File: src/gbca_pkg.sv
// Shared types and constants for the gyro bias calibration accumulator.
// Used by the controller, the datapath and the top level; depends on nothing.
package gbca_pkg;

  localparam int TIME_W     = 32;
  localparam int CFG_W      = 16;
  localparam int CFG_ADDR_W = 2;
  localparam int MODE_W     = 2;
  localparam int STATUS_W   = 3;
  localparam int AXIS_W     = 2;
  // Axes carried on the ports, whether or not the core uses them all.
  localparam int PORT_AXES  = 3;

  // Run phase, reported as the status field of each result.
  typedef enum logic [STATUS_W-1:0] {
    PH_IDLE      = 3'd0,
    PH_COLLECT   = 3'd1,
    PH_READY     = 3'd2,
    PH_FAIL_ABS  = 3'd3,
    PH_FAIL_SPAN = 3'd4
  } phase_t;

  // Command carried by each input item.
  typedef enum logic [MODE_W-1:0] {
    MODE_FEED  = 2'd0,
    MODE_START = 2'd1,
    MODE_ABORT = 2'd2,
    MODE_NOP   = 2'd3
  } mode_t;

  localparam logic [AXIS_W-1:0] NO_AXIS = 2'd3;

  // Configuration register indexes.
  localparam logic [CFG_ADDR_W-1:0] REG_TARGET   = 2'd0;
  localparam logic [CFG_ADDR_W-1:0] REG_INTERVAL = 2'd1;
  localparam logic [CFG_ADDR_W-1:0] REG_ABS      = 2'd2;
  localparam logic [CFG_ADDR_W-1:0] REG_SPAN     = 2'd3;

  // Configuration reset values.
  localparam logic [CFG_W-1:0] TARGET_RST   = 16'd1;
  localparam logic [CFG_W-1:0] INTERVAL_RST = 16'd0;
  localparam logic [CFG_W-1:0] ABS_RST      = 16'd32768;
  localparam logic [CFG_W-1:0] SPAN_RST     = 16'hFFFF;

  // Commands from the controller to the datapath.
  typedef struct packed {
    logic capture;
    logic check;
    logic apply;
    logic span;
    logic div_start;
    logic load_out;
  } dp_cmd_t;

  // Status from the datapath to the controller.
  typedef struct packed {
    logic new_ready;
    logic div_done;
    logic div_last;
  } dp_stat_t;

endpackage

File: src/gbca_div.sv
// Serial signed divider, one quotient bit per cycle, truncating toward zero.
// Stand-alone; used by the datapath to form the run means.
module gbca_div #(
  parameter int DIVIDEND_W = 33,
  parameter int DIVISOR_W  = 16
) (
  input  logic                         clk,
  input  logic                         rst,
  input  logic                         start,
  input  logic signed [DIVIDEND_W-1:0] dividend,
  input  logic        [DIVISOR_W-1:0]  divisor,
  output logic                         done,
  output logic signed [DIVIDEND_W-1:0] quotient
);

  localparam int STEP_W = $clog2(DIVIDEND_W + 1);

  logic                  busy;
  logic [STEP_W-1:0]     steps;
  logic [DIVIDEND_W-1:0] work;
  logic [DIVISOR_W-1:0]  rem;
  logic                  neg;
  logic [DIVISOR_W:0]    trial;
  logic [DIVISOR_W:0]    diff;
  logic                  fits;

  // One restoring step: shift in the next dividend bit and try a subtract.
  always_comb begin
    trial = {rem, work[DIVIDEND_W-1]};
    diff  = trial - {1'b0, divisor};
    fits  = (trial >= {1'b0, divisor});
  end

  // Step counter and handshake.
  always_ff @(posedge clk) begin
    if (rst) begin
      busy  <= 1'b0;
      done  <= 1'b0;
      steps <= '0;
    end else begin
      done <= 1'b0;
      if (start) begin
        busy  <= 1'b1;
        steps <= STEP_W'(DIVIDEND_W);
      end else if (busy) begin
        steps <= steps - 1'b1;
        if (steps == STEP_W'(1)) begin
          busy <= 1'b0;
          done <= 1'b1;
        end
      end
    end
  end

  // Magnitude shift register collects the quotient bits as the dividend leaves.
  always_ff @(posedge clk) begin
    if (start) begin
      neg  <= dividend[DIVIDEND_W-1];
      work <= dividend[DIVIDEND_W-1] ? (~dividend + 1'b1) : dividend;
      rem  <= '0;
    end else if (busy) begin
      work <= {work[DIVIDEND_W-2:0], fits};
      rem  <= fits ? diff[DIVISOR_W-1:0] : trial[DIVISOR_W-1:0];
    end
  end

  assign quotient = neg ? signed'(~work + 1'b1) : signed'(work);

endmodule

File: src/gbca_ctrl.sv
// Sequencing state machine of the gyro bias calibration accumulator.
// Depends on gbca_pkg for the command and status structs.
module gbca_ctrl import gbca_pkg::*; (
  input  logic     clk,
  input  logic     rst,
  input  logic     s_tvalid,
  output logic     s_tready,
  output logic     m_tvalid,
  input  logic     m_tready,
  output dp_cmd_t  cmd,
  input  dp_stat_t stat
);

  typedef enum logic [2:0] {
    ST_IDLE,
    ST_CHECK,
    ST_APPLY,
    ST_SPAN,
    ST_DIV_GO,
    ST_DIV_WAIT,
    ST_OUT
  } state_t;

  state_t state, state_next;
  logic   out_free;

  assign out_free = !m_tvalid || m_tready;
  assign s_tready = (state == ST_IDLE);

  // Next state and datapath commands.
  always_comb begin
    state_next = state;
    cmd        = '0;
    unique case (state)
      ST_IDLE: begin
        if (s_tvalid) begin
          cmd.capture = 1'b1;
          state_next  = ST_CHECK;
        end
      end
      ST_CHECK: begin
        cmd.check  = 1'b1;
        state_next = ST_APPLY;
      end
      ST_APPLY: begin
        cmd.apply  = 1'b1;
        state_next = ST_SPAN;
      end
      ST_SPAN: begin
        cmd.span   = 1'b1;
        state_next = ST_DIV_GO;
      end
      ST_DIV_GO: begin
        if (stat.new_ready) begin
          cmd.div_start = 1'b1;
          state_next    = ST_DIV_WAIT;
        end else begin
          state_next = ST_OUT;
        end
      end
      ST_DIV_WAIT: begin
        if (stat.div_done) begin
          state_next = stat.div_last ? ST_OUT : ST_DIV_GO;
        end
      end
      ST_OUT: begin
        if (out_free) begin
          cmd.load_out = 1'b1;
          state_next   = ST_IDLE;
        end
      end
      default: state_next = ST_IDLE;
    endcase
  end

  // State and the output valid flag.
  always_ff @(posedge clk) begin
    if (rst) begin
      state    <= ST_IDLE;
      m_tvalid <= 1'b0;
    end else begin
      state <= state_next;
      if (cmd.load_out) begin
        m_tvalid <= 1'b1;
      end else if (m_tready) begin
        m_tvalid <= 1'b0;
      end
    end
  end

endmodule

File: src/gbca_dp.sv
// Datapath of the gyro bias calibration accumulator: configuration, run state,
// per-axis min/max/sums, limit checks, mean division and the output register.
// Depends on gbca_pkg and gbca_div.
module gbca_dp import gbca_pkg::*; #(
  parameter int  SAMPLE_BITS = 16,
  parameter int  COUNT_BITS  = 16,
  parameter int  AXES        = 3,
  localparam int IN_W  = ((TIME_W + 2 * PORT_AXES * SAMPLE_BITS + 7) / 8) * 8,
  localparam int OUT_W = ((STATUS_W + AXIS_W + 2 * PORT_AXES * SAMPLE_BITS + 7) / 8) * 8
) (
  input  logic                  clk,
  input  logic                  rst,
  input  dp_cmd_t               cmd,
  output dp_stat_t              stat,
  input  logic                  cfg_we,
  input  logic [CFG_ADDR_W-1:0] cfg_addr,
  input  logic [CFG_W-1:0]      cfg_data,
  input  logic [IN_W-1:0]       s_tdata,
  input  logic [MODE_W-1:0]     s_tuser,
  output logic [OUT_W-1:0]      m_tdata,
  output logic                  m_tuser
);

  localparam int SUM_W     = SAMPLE_BITS + COUNT_BITS + 1;
  localparam int NUM_MEANS = 2 * AXES;
  localparam int SEL_W     = $clog2(NUM_MEANS);
  localparam int MAG_W     = (SAMPLE_BITS > CFG_W) ? SAMPLE_BITS : CFG_W;
  localparam int SPAN_W    = (SAMPLE_BITS + 1 > CFG_W) ? SAMPLE_BITS + 1 : CFG_W;
  localparam int CNT_W     = (COUNT_BITS > CFG_W) ? COUNT_BITS : CFG_W;
  localparam int OUT_BASE  = STATUS_W + AXIS_W;

  // Configuration registers.
  logic [CFG_W-1:0] target_count;
  logic [CFG_W-1:0] min_interval;
  logic [CFG_W-1:0] abs_limit;
  logic [CFG_W-1:0] span_limit;

  // Captured item.
  mode_t                         mode_q;
  logic [TIME_W-1:0]             now_q;
  logic signed [SAMPLE_BITS-1:0] gyro_q  [AXES];
  logic signed [SAMPLE_BITS-1:0] accel_q [AXES];

  // Run state.
  phase_t                        phase;
  logic [AXIS_W-1:0]             fail_index;
  logic [COUNT_BITS-1:0]         count;
  logic [TIME_W-1:0]             last_time;
  logic                          have_last;
  logic signed [SAMPLE_BITS-1:0] gyro_min [AXES];
  logic signed [SAMPLE_BITS-1:0] gyro_max [AXES];
  logic signed [SUM_W-1:0]       sums     [NUM_MEANS];

  // Per-item working flags and the mean results.
  logic                          skip_q;
  logic                          abs_fail_q;
  logic [AXIS_W-1:0]             abs_axis_q;
  logic                          span_pend;
  logic                          new_ready;
  logic [SEL_W-1:0]              sel;
  logic [SAMPLE_BITS-1:0]        mean_q [NUM_MEANS];
  logic [OUT_W-1:0]              out_next;

  // Combinational checks.
  logic [TIME_W-1:0]      elapsed;
  logic                   too_soon;
  logic [SAMPLE_BITS-1:0] mag [AXES];
  logic                   abs_any;
  logic [AXIS_W-1:0]      abs_axis;
  logic signed [SAMPLE_BITS:0] span_diff [AXES];
  logic                   span_any;
  logic [AXIS_W-1:0]      span_axis;
  logic                   count_done;
  logic                   feed_ok;
  logic                   start_run;
  logic                   clear_run;
  logic                   means_ok;

  logic                    div_done;
  logic signed [SUM_W-1:0] div_quot;

  // Configuration writes.
  always_ff @(posedge clk) begin
    if (rst) begin
      target_count <= TARGET_RST;
      min_interval <= INTERVAL_RST;
      abs_limit    <= ABS_RST;
      span_limit   <= SPAN_RST;
    end else if (cfg_we) begin
      unique case (cfg_addr)
        REG_TARGET:   target_count <= cfg_data;
        REG_INTERVAL: min_interval <= cfg_data;
        REG_ABS:      abs_limit    <= cfg_data;
        REG_SPAN:     span_limit   <= cfg_data;
        default:      target_count <= target_count;
      endcase
    end
  end

  // Interval and magnitude checks on the captured sample.
  always_comb begin
    elapsed  = now_q - last_time;
    too_soon = have_last && (elapsed < TIME_W'(min_interval));
    abs_any  = 1'b0;
    abs_axis = NO_AXIS;
    for (int i = 0; i < AXES; i++) begin
      mag[i] = gyro_q[i][SAMPLE_BITS-1] ? (~gyro_q[i] + 1'b1) : gyro_q[i];
    end
    for (int i = AXES - 1; i >= 0; i--) begin
      if (MAG_W'(mag[i]) > MAG_W'(abs_limit)) begin
        abs_any  = 1'b1;
        abs_axis = AXIS_W'(i);
      end
    end
  end

  // Span check over the stored min and max, lowest failing axis first.
  always_comb begin
    span_any  = 1'b0;
    span_axis = NO_AXIS;
    for (int i = 0; i < AXES; i++) begin
      span_diff[i] = {gyro_max[i][SAMPLE_BITS-1], gyro_max[i]}
                   - {gyro_min[i][SAMPLE_BITS-1], gyro_min[i]};
    end
    for (int i = AXES - 1; i >= 0; i--) begin
      if (SPAN_W'($unsigned(span_diff[i])) > SPAN_W'(span_limit)) begin
        span_any  = 1'b1;
        span_axis = AXIS_W'(i);
      end
    end
  end

  assign count_done = (CNT_W'(count) >= CNT_W'(target_count));
  assign feed_ok    = (mode_q == MODE_FEED) && (phase == PH_COLLECT) && !skip_q;
  assign start_run  = (mode_q == MODE_START) && (target_count != '0);
  assign clear_run  = cmd.apply && (start_run || (mode_q == MODE_ABORT));
  assign means_ok   = (phase == PH_READY) && (count != '0);

  // Run state: start and abort clear it, samples update it, the span step closes the run.
  always_ff @(posedge clk) begin
    if (rst || clear_run) begin
      phase      <= (!rst && start_run) ? PH_COLLECT : PH_IDLE;
      fail_index <= NO_AXIS;
      count      <= '0;
      last_time  <= '0;
      have_last  <= 1'b0;
      span_pend  <= 1'b0;
      new_ready  <= 1'b0;
      sel        <= '0;
      for (int i = 0; i < AXES; i++) begin
        gyro_min[i] <= '0;
        gyro_max[i] <= '0;
      end
      for (int j = 0; j < NUM_MEANS; j++) begin
        sums[j] <= '0;
      end
    end else begin
      if (cmd.apply) begin
        span_pend <= feed_ok && !abs_fail_q;
        if (feed_ok && abs_fail_q) begin
          phase      <= PH_FAIL_ABS;
          fail_index <= abs_axis_q;
        end else if (feed_ok) begin
          for (int i = 0; i < AXES; i++) begin
            if (count == '0 || gyro_q[i] < gyro_min[i]) begin
              gyro_min[i] <= gyro_q[i];
            end
            if (count == '0 || gyro_q[i] > gyro_max[i]) begin
              gyro_max[i] <= gyro_q[i];
            end
            sums[i]        <= sums[i] + SUM_W'(gyro_q[i]);
            sums[AXES + i] <= sums[AXES + i] + SUM_W'(accel_q[i]);
          end
          count     <= count + 1'b1;
          last_time <= now_q;
          have_last <= 1'b1;
        end
      end
      if (cmd.span) begin
        sel <= '0;
        if (span_pend && count_done && span_any) begin
          phase      <= PH_FAIL_SPAN;
          fail_index <= span_axis;
          new_ready  <= 1'b0;
        end else if (span_pend && count_done) begin
          phase      <= PH_READY;
          fail_index <= NO_AXIS;
          new_ready  <= (count != '0);
        end else begin
          new_ready <= 1'b0;
        end
      end
      if (div_done && !stat.div_last) begin
        sel <= sel + 1'b1;
      end
    end
  end

  // Item capture, check flags and mean results.
  always_ff @(posedge clk) begin
    if (cmd.capture) begin
      mode_q <= mode_t'(s_tuser);
      now_q  <= s_tdata[TIME_W-1:0];
      for (int i = 0; i < AXES; i++) begin
        gyro_q[i]  <= s_tdata[TIME_W + i * SAMPLE_BITS +: SAMPLE_BITS];
        accel_q[i] <= s_tdata[TIME_W + (PORT_AXES + i) * SAMPLE_BITS +: SAMPLE_BITS];
      end
    end
    if (cmd.check) begin
      skip_q     <= too_soon;
      abs_fail_q <= abs_any;
      abs_axis_q <= abs_axis;
    end
    if (div_done) begin
      mean_q[sel] <= div_quot[SAMPLE_BITS-1:0];
    end
  end

  // Shared divider: gyro sums first, then accel sums, each over the count.
  gbca_div #(
    .DIVIDEND_W (SUM_W),
    .DIVISOR_W  (COUNT_BITS)
  ) u_div (
    .clk      (clk),
    .rst      (rst),
    .start    (cmd.div_start),
    .dividend (sums[sel]),
    .divisor  (count),
    .done     (div_done),
    .quotient (div_quot)
  );

  assign stat.new_ready = new_ready;
  assign stat.div_done  = div_done;
  assign stat.div_last  = (sel == SEL_W'(NUM_MEANS - 1));

  // Result payload; means read as zero unless the run is ready.
  always_comb begin
    out_next = '0;
    out_next[STATUS_W-1:0]         = phase;
    out_next[STATUS_W +: AXIS_W]   = fail_index;
    if (means_ok) begin
      for (int j = 0; j < AXES; j++) begin
        out_next[OUT_BASE + j * SAMPLE_BITS +: SAMPLE_BITS] = mean_q[j];
        out_next[OUT_BASE + (PORT_AXES + j) * SAMPLE_BITS +: SAMPLE_BITS] =
          mean_q[AXES + j];
      end
    end
  end

  // Output register.
  always_ff @(posedge clk) begin
    if (cmd.load_out) begin
      m_tdata <= out_next;
      m_tuser <= means_ok;
    end
  end

endmodule

File: src/gyro_bias_calibration_accumulator.sv
// Top level of the gyro bias calibration accumulator.
// Depends on gbca_pkg, gbca_ctrl, gbca_dp and gbca_div.
//
// Channel  Direction  Handshake          Contents
// s_*      in         tvalid/tready      tuser: mode; tdata: now_ms, gyro x/y/z, accel x/y/z
// m_*      out        tvalid/tready      tuser: means_valid; tdata: status, failed_axis,
//                                        bias x/y/z, mean_accel x/y/z
// cfg_*    in         write enable only  register index and 16-bit value
//
// After acceptance an item passes through the check, apply, span and divide-go
// states, then, if it completes a ready run, through the shared one-bit-per-cycle
// divider once per gyro and accel mean, and last to the output state, where its
// result is loaded into the output register; no new item is taken until then.
// A new item is taken while the previous result still waits in the output register;
// the next result waits for that register to empty. Reset is synchronous and
// returns the run to idle with the configuration at its default values.
module gyro_bias_calibration_accumulator import gbca_pkg::*; #(
  parameter int  SAMPLE_BITS = 16,
  parameter int  COUNT_BITS  = 16,
  parameter int  AXES        = 3,
  localparam int IN_W  = ((TIME_W + 2 * PORT_AXES * SAMPLE_BITS + 7) / 8) * 8,
  localparam int OUT_W = ((STATUS_W + AXIS_W + 2 * PORT_AXES * SAMPLE_BITS + 7) / 8) * 8
) (
  input  logic                  clk,
  input  logic                  rst,
  input  logic                  s_tvalid,
  output logic                  s_tready,
  // now_ms, gyro_x, gyro_y, gyro_z, accel_x, accel_y, accel_z, zero fill
  input  logic [IN_W-1:0]       s_tdata,
  // mode
  input  logic [MODE_W-1:0]     s_tuser,
  output logic                  m_tvalid,
  input  logic                  m_tready,
  // status, failed_axis, bias_x, bias_y, bias_z,
  // mean_accel_x, mean_accel_y, mean_accel_z, zero fill
  output logic [OUT_W-1:0]      m_tdata,
  // means_valid
  output logic                  m_tuser,
  input  logic                  cfg_we,
  input  logic [CFG_ADDR_W-1:0] cfg_addr,
  input  logic [CFG_W-1:0]      cfg_data
);

  dp_cmd_t  cmd;
  dp_stat_t stat;

  // Sequencer.
  gbca_ctrl u_ctrl (
    .clk      (clk),
    .rst      (rst),
    .s_tvalid (s_tvalid),
    .s_tready (s_tready),
    .m_tvalid (m_tvalid),
    .m_tready (m_tready),
    .cmd      (cmd),
    .stat     (stat)
  );

  // Accumulators, checks, divider and output register.
  gbca_dp #(
    .SAMPLE_BITS (SAMPLE_BITS),
    .COUNT_BITS  (COUNT_BITS),
    .AXES        (AXES)
  ) u_dp (
    .clk      (clk),
    .rst      (rst),
    .cmd      (cmd),
    .stat     (stat),
    .cfg_we   (cfg_we),
    .cfg_addr (cfg_addr),
    .cfg_data (cfg_data),
    .s_tdata  (s_tdata),
    .s_tuser  (s_tuser),
    .m_tdata  (m_tdata),
    .m_tuser  (m_tuser)
  );

endmodule
File: config.mk
export PLATFORM = sky130hd
export DESIGN_NAME = gyro_bias_calibration_accumulator
export DESIGN_NICKNAME = d
export VERILOG_FILES = /design/src/gbca_pkg.sv /design/src/gbca_div.sv /design/src/gbca_ctrl.sv /design/src/gbca_dp.sv /design/src/gyro_bias_calibration_accumulator.sv
export SDC_FILE = /design/constraint.sdc
export NUM_CORES = 2
export LEC_CHECK = 0
export ABC_AREA = 1
export BUFFER_PORTS_ARGS = -buffer_cell sky130_fd_sc_hd__buf_2
export CORE_MARGIN = 2
export CORE_UTILIZATION = 55
export CTS_CLUSTER_SIZE = 40
export DETAILED_ROUTE_END_ITERATION = 7
export PLACE_DENSITY_LB_ADDON = 0.2
export SLEW_MARGIN = 20
export SYNTH_ARGS = -nofsm -noshare
export SYNTH_HDL_FRONTEND = slang
export SYNTH_SLANG_ARGS = --single-unit
File: constraint.sdc
create_clock -name clk -period 12.67 [get_ports clk]
set_input_delay 0.6335 -clock clk [delete_from_list [all_inputs] [get_ports clk]]
set_output_delay 0.6335 -clock clk [all_outputs]
set_load 0.02 [all_outputs]
# Word-level counts from Yosys, hierarchy flattened
# Memory sizes are Yosys's and may differ from the RTL's. A register that Yosys moved wholly into a read port is not among the register bits.
# Index checks and enable logic that the tools add are counted.
# classes
addsub,19
magnitude_cmp,15
n_eq_ne,18
mux,117
bitwise,19
reduce_logical,50
# ops
operator,n
$mux 33,9
$add 33x16->33,6
$mux 16,11
$gt 16x16->1,6
$add 16x1->16 const B,5
$mux 1,72
$not 16->16,4
$gt 17x16->1,3
$sub 16x16->17,3
$lt 16x16->1,3
$mux 3,13
$add 33x1->33 const B,1
$not 33->33,1
$lt 32x16->1,1
$reduce_bool 16->1,2
$sub 32x32->32,1
$pmux 3 s7,1
$mux 2,9
$ge 17x16->1,1
$ge 16x16->1,1
$logic_not 16->1,1
$sub 16x16->16,1
$eq 3x3->1 const B,4
$logic_and 1x1->1,12
21 further kinds,67
# word_totals
register_bits,229
ram_bits,486
out_inout_bits,107
elab_cells,273
n_memories,6
# mem_list
memory,words,width,read_ports,rd_clocked_by_memory_dff,write_ports,line,rtl
u_dp.sums,6,33,7,1,6,gbca_dp.sv:52,logic signed [SUM_W-1:0] sums [NUM_MEANS];
u_dp.mean_q,6,16,6,6,1,gbca_dp.sv:61,logic [SAMPLE_BITS-1:0] mean_q [NUM_MEANS];
u_dp.accel_q,3,16,3,0,3,gbca_dp.sv:42,logic signed [SAMPLE_BITS-1:0] accel_q [AXES];
u_dp.gyro_max,3,16,3,0,3,gbca_dp.sv:51,logic signed [SAMPLE_BITS-1:0] gyro_max [AXES];
u_dp.gyro_min,3,16,3,0,3,gbca_dp.sv:50,logic signed [SAMPLE_BITS-1:0] gyro_min [AXES];
u_dp.gyro_q,3,16,3,0,3,gbca_dp.sv:41,logic signed [SAMPLE_BITS-1:0] gyro_q [AXES];

# Logic depth before layout (Yosys ltp)
# logic_depth
word_depth,10
mapped_depth,28
ltp_nobuf,28

# Hierarchy
# Synthesis repeated with hierarchy kept, for this count alone.
# hier_totals
cells_unflattened,6455
area_unflattened_um2,53567.6
# modules_own_cells
mod,n_inst,cells_per_inst,area_each_um2,seq_area_each_um2
gbca_dp,1,5486,47621.9,21320.4
gbca_div,1,919,5646.7,1501.4
gbca_ctrl,1,50,299.0,80.1

# Worst setup path after synthesis
# Ideal clock, no wire load.
# synth_path
path_type,reg-to-reg
startpoint,reg u_dp.phase[1]
endpoint,"mem u_dp.gyro_max[2][0] (netlist: u_dp.gyro_max[0][32]), enable pin"
arrival_ps,7906
t_required_ps,12296
setup_slack_ps,4390
path_stages_with_launch,11
path_buffers,1
synth_period_minus_slack_ps,8280
path_cell_list,dfxtp_1 -> inv_1 -> nand2_1 -> nor3_1 -> nand2_1 -> nor3_4 -> inv_2 -> nand2_1 -> clkbuf_1 -> o21ai_0 -> inv_1
# synth_rtl
item,line,rtl
start: declaration,gbca_dp.sv:45,phase_t phase;
start signal: assignment,gbca_dp.sv:142,phase <= (!rst && start_run) ? PH_COLLECT : PH_IDLE;
end: declaration,gbca_dp.sv:51,

==> run_results.csv <==
group,metric,value,unit
detailed_routing,viasPerCell,5.63,
logic_synthesis,syn_area,52300,um2
logic_synthesis,synthXorXnorAreaFrac,3.08,%
clock_tree,cts_resized,0,
sta,setup_viol,0,
critical_path,r2r_cells,13,
final_layout,n_fill_cell,8306,
detailed_routing,dr.pass1.iters,6,
grt,met2_usage,48.3,%
sta,fmaxAchievable,0.219,GHz
logic_synthesis,synth_compound_area_share,15.1,%
logic_synthesis,synth_edf_count,660,
grt,globalRouteMet3Util,4.24,%
critical_path,critPathTopFamily,"buffers and inverters",
logic_synthesis,synth-adder-area-share,12.8,%
logic_synthesis,synthSimpleGateAreaFrac,17.7,%
logic_synthesis,synth-async-reset-ratio,0,%
logic_synthesis,synth_area_leaders,"edfxtp_1 38%, ha_1 12%, nand2_1 8.6%",
final_layout,area_delta_synth_final,10.9,%
sta,rsz0062_at_grt,"false",
run_status,status,"complete, no violations",
grt,grt_max_degree,148,
grt,top_usage_layer,"met2",
placed_design,globalplace.congestion,0.951,
critical_path,cp_common_cell,"buf_4",
critical_path,reg2reg_from,"u_dp.target_count[5]",
detailed_routing,wl_per_cell,19.0,um
clock_tree,post_cts.repair.setup_buffers,0,
final_layout,final_core_util,61.3,%
sta,fin_crit_sh,36.0,%
power_and_ir_drop,ir_worst_vdd,0.160,mV
critical_path,criticalPathCategory,"register to register",
logic_synthesis,ys_ff_latch,814,
clock_tree,clockBufferDepth,3,
critical_path,cp_slowest_stage_delay,680,ps
logic_synthesis,yosys_warnings,0,
sta,skew,50.7,ps
floorplanning,rows,113,
critical_path,worst_path_max_delay_cell,"buf_4",
sta,slew_headroom,25.0,%
clock_tree,cts_tree,"yes",
critical_path,cp.required,13210,ps
logic_synthesis,synthCells,6197,
critical_path,rrSetupSlack,8110,ps
logic_synthesis,synthMuxAreaShare,0.0383,%
detailed_routing,postRouteAntennaNets,0,
clock_tree,hold_buffers,0,
critical_path,cp.depth,13,
final_layout,nets,7144,
critical_path,crit_path_start,"u_dp.target_count[5]",
grt,antenna_found_initial,6,
critical_path,crit_path_max_fanout,77,
grt,grtUsageMet1,40.6,%
critical_path,arrival,5110,ps
floorplanning,io_pins,260,
critical_path,worstSetupEndpoint,"u_dp.sums[2][21]",
sta,whs,91.8,ps
logic_synthesis,synthFlopType,"edfxtp_1",
floorplanning,core-area,94600,um2
final_layout,drive_above_1_share,7.60,%
grt,grt_usage,30.0,%
floorplanning,die_height,312,um
critical_path,critical_path_buf_inv_count,4,
floorplanning,die_w,312,um
detailed_routing,drc,0,
hold_path,hp-class,"primary input to register",
detailed_routing,drtIter0Drc,3870,
logic_synthesis,synthTopCellsByCount,"1,201 x nand2_1, 859 x inv_1, 712 x a21oi_1, 660 x edfxtp_1, 543 x nor2_1",
critical_path,path_cells,"nor4_1 > nand4_1 > nand3_1 > o21ai_1 > nand2_1 > nand2_1 > buf_4 > nor2_4 > buf_4 > clkinv_2 > buf_4 > a21oi_1 > o21a_1",
sta,maxSlewViolCount,0,
detailed_routing,wirelength,149000,um
sta,fin_crit,4560,ps
clock_tree,clk_latency,710,ps
floorplanning,start_util,55.3,%
logic_synthesis,yosysTopAreaCell,"edfxtp_1",
clock_tree,cts-htree-levels,3,
job,cap_violations,0,
logic_synthesis,avgSynthCellArea,8.44,um2
clock_tree,cts_made_buffers,92,
sta,hold_viol,0,
logic_synthesis,synth_top_area_share,37.9,%
sta,setup_tns,0,ps
logic_synthesis,ys_seq_area_share,43.8,%
placed_design,hpwlAfterDp,111000,um
clock_tree,clk_pin_slew,60,ps
logic_synthesis,synth_cell_types,63,
logic_synthesis,synth_top_family_by_area,"simple AND/OR/NAND/NOR gates",
clock_tree,cts_root_buf,"clkbuf_16",
grt,overflow,0,
power_and_ir_drop,power.density,166,nW/um2
grt,grt_pass1_wl,230000,um
power_and_ir_drop,p_leak,26.1,nW
critical_path,rr_endpoint,"u_dp.sums[2][21]",
sta,worst_slew_pin_slew,1120,ps
grt,grt_pass1_vias,41700,
detailed_routing,vias,44000,
critical_path,worst_setup_path_end_kind,"register",
placed_design,port_buffers,256,
logic_synthesis,synth.most_common_cell,"nand2_1",
clock_tree,clock-sinks,814,
floorplanning,die_area,97600,um2
critical_path,start_kind,"register",
## placed cells by master (no fill, tap or decap), types with 26 or more instances in the layout
master        n
nand2_1    1200
inv_1       859
a21oi_1     712
edfxtp_1    660
nor2_1      541
ha_1        518
o21ai_0     434
buf_2       256
nand3_1     223
dfxtp_1     152
xor2_1      127
clkbuf_16    93
nor3_1       80
o21a_1       79
xnor2_1      57
nand4_1      56
nor4_1       44
buf_4        40
or2_2        27
a21o_1       27
o21ai_1      26
## metal layers
metal,vias up,share of wire [%]
li1,21700,-
met1,20500,44
met2,1492,45
met3,276,6.8
met4,4,4.4
met5,-,0.020
## cell families after synthesis
logic type,after synthesis
XOR/XNOR,184
adder cells (fa/ha/maj),529
AO/OA/AOI/OAI,1438
AND/OR/NAND/NOR,2229
multiplexers,2
other,1
flip-flops,814
buffers and inverters,1000
## power by group
part           internal, mW  switching, mW  total [mW]
Sequential             3.23          0.302        3.53
Combinational          1.14           2.24        3.38
Clock                  1.55           1.15        2.71
## through the flow
stage          setup WS, ps  area (um2)  cells  power (mW)
6_report               8110       58000   7808        9.62
3_5_place_dp           8090       54900   7633        6.89
3_3_place_gp           8160       54900   7633        6.83
2_1_floorplan          4390       52300   6199        5.94
4_1_cts                8090       58000   7803        9.62
5_1_grt                7710       58000   7806        10.2
## worst min path at each step
stage,slack [ps],cells after the start,start,end
after floorplan,410,0,u_dp.fail_index[0],u_dp.m_tdata[3]
after global placement,430,0,u_dp.phase[1],u_dp.m_tdata[1]
after detailed placement,440,0,u_dp.phase[1],u_dp.m_tdata[1]
after CTS,50,1,s_tdata[8],u_dp.now_q[8]
after global routing,60,1,s_tdata[119],u_dp.accel_q[0][39]
final,90,1,s_tdata[10],u_dp.now_q[10]
## cell type report
class                           instances  area, um2  area share, %
Tap cell                             1265       1580           2.73
Antenna cell                            5       12.5         0.0216
Clock inverter                         52        603           1.04
Inverter                              872       3270           5.64
Timing Repair Buffer                  297       1600           2.76
Clock buffer                          118       2460           4.25
Sequential cell                       814      22900           39.5
Multi-Input combinational cell       4385      25600           44.1
## sequential cells by signal, summed over array words and instances, names as in the netlist, 32 cells and up, named ones only
signal / count
u_dp.accel_q: 48
u_dp.gyro_max: 48
u_dp.gyro_min: 48
u_dp.gyro_q: 48
u_dp.last_time: 32
u_dp.m_tdata: 101
u_dp.mean_q: 96
u_dp.now_q: 32
u_dp.sums: 198
u_dp.u_div.work: 33
Note: power is estimated with default switching activity, not from simulation.
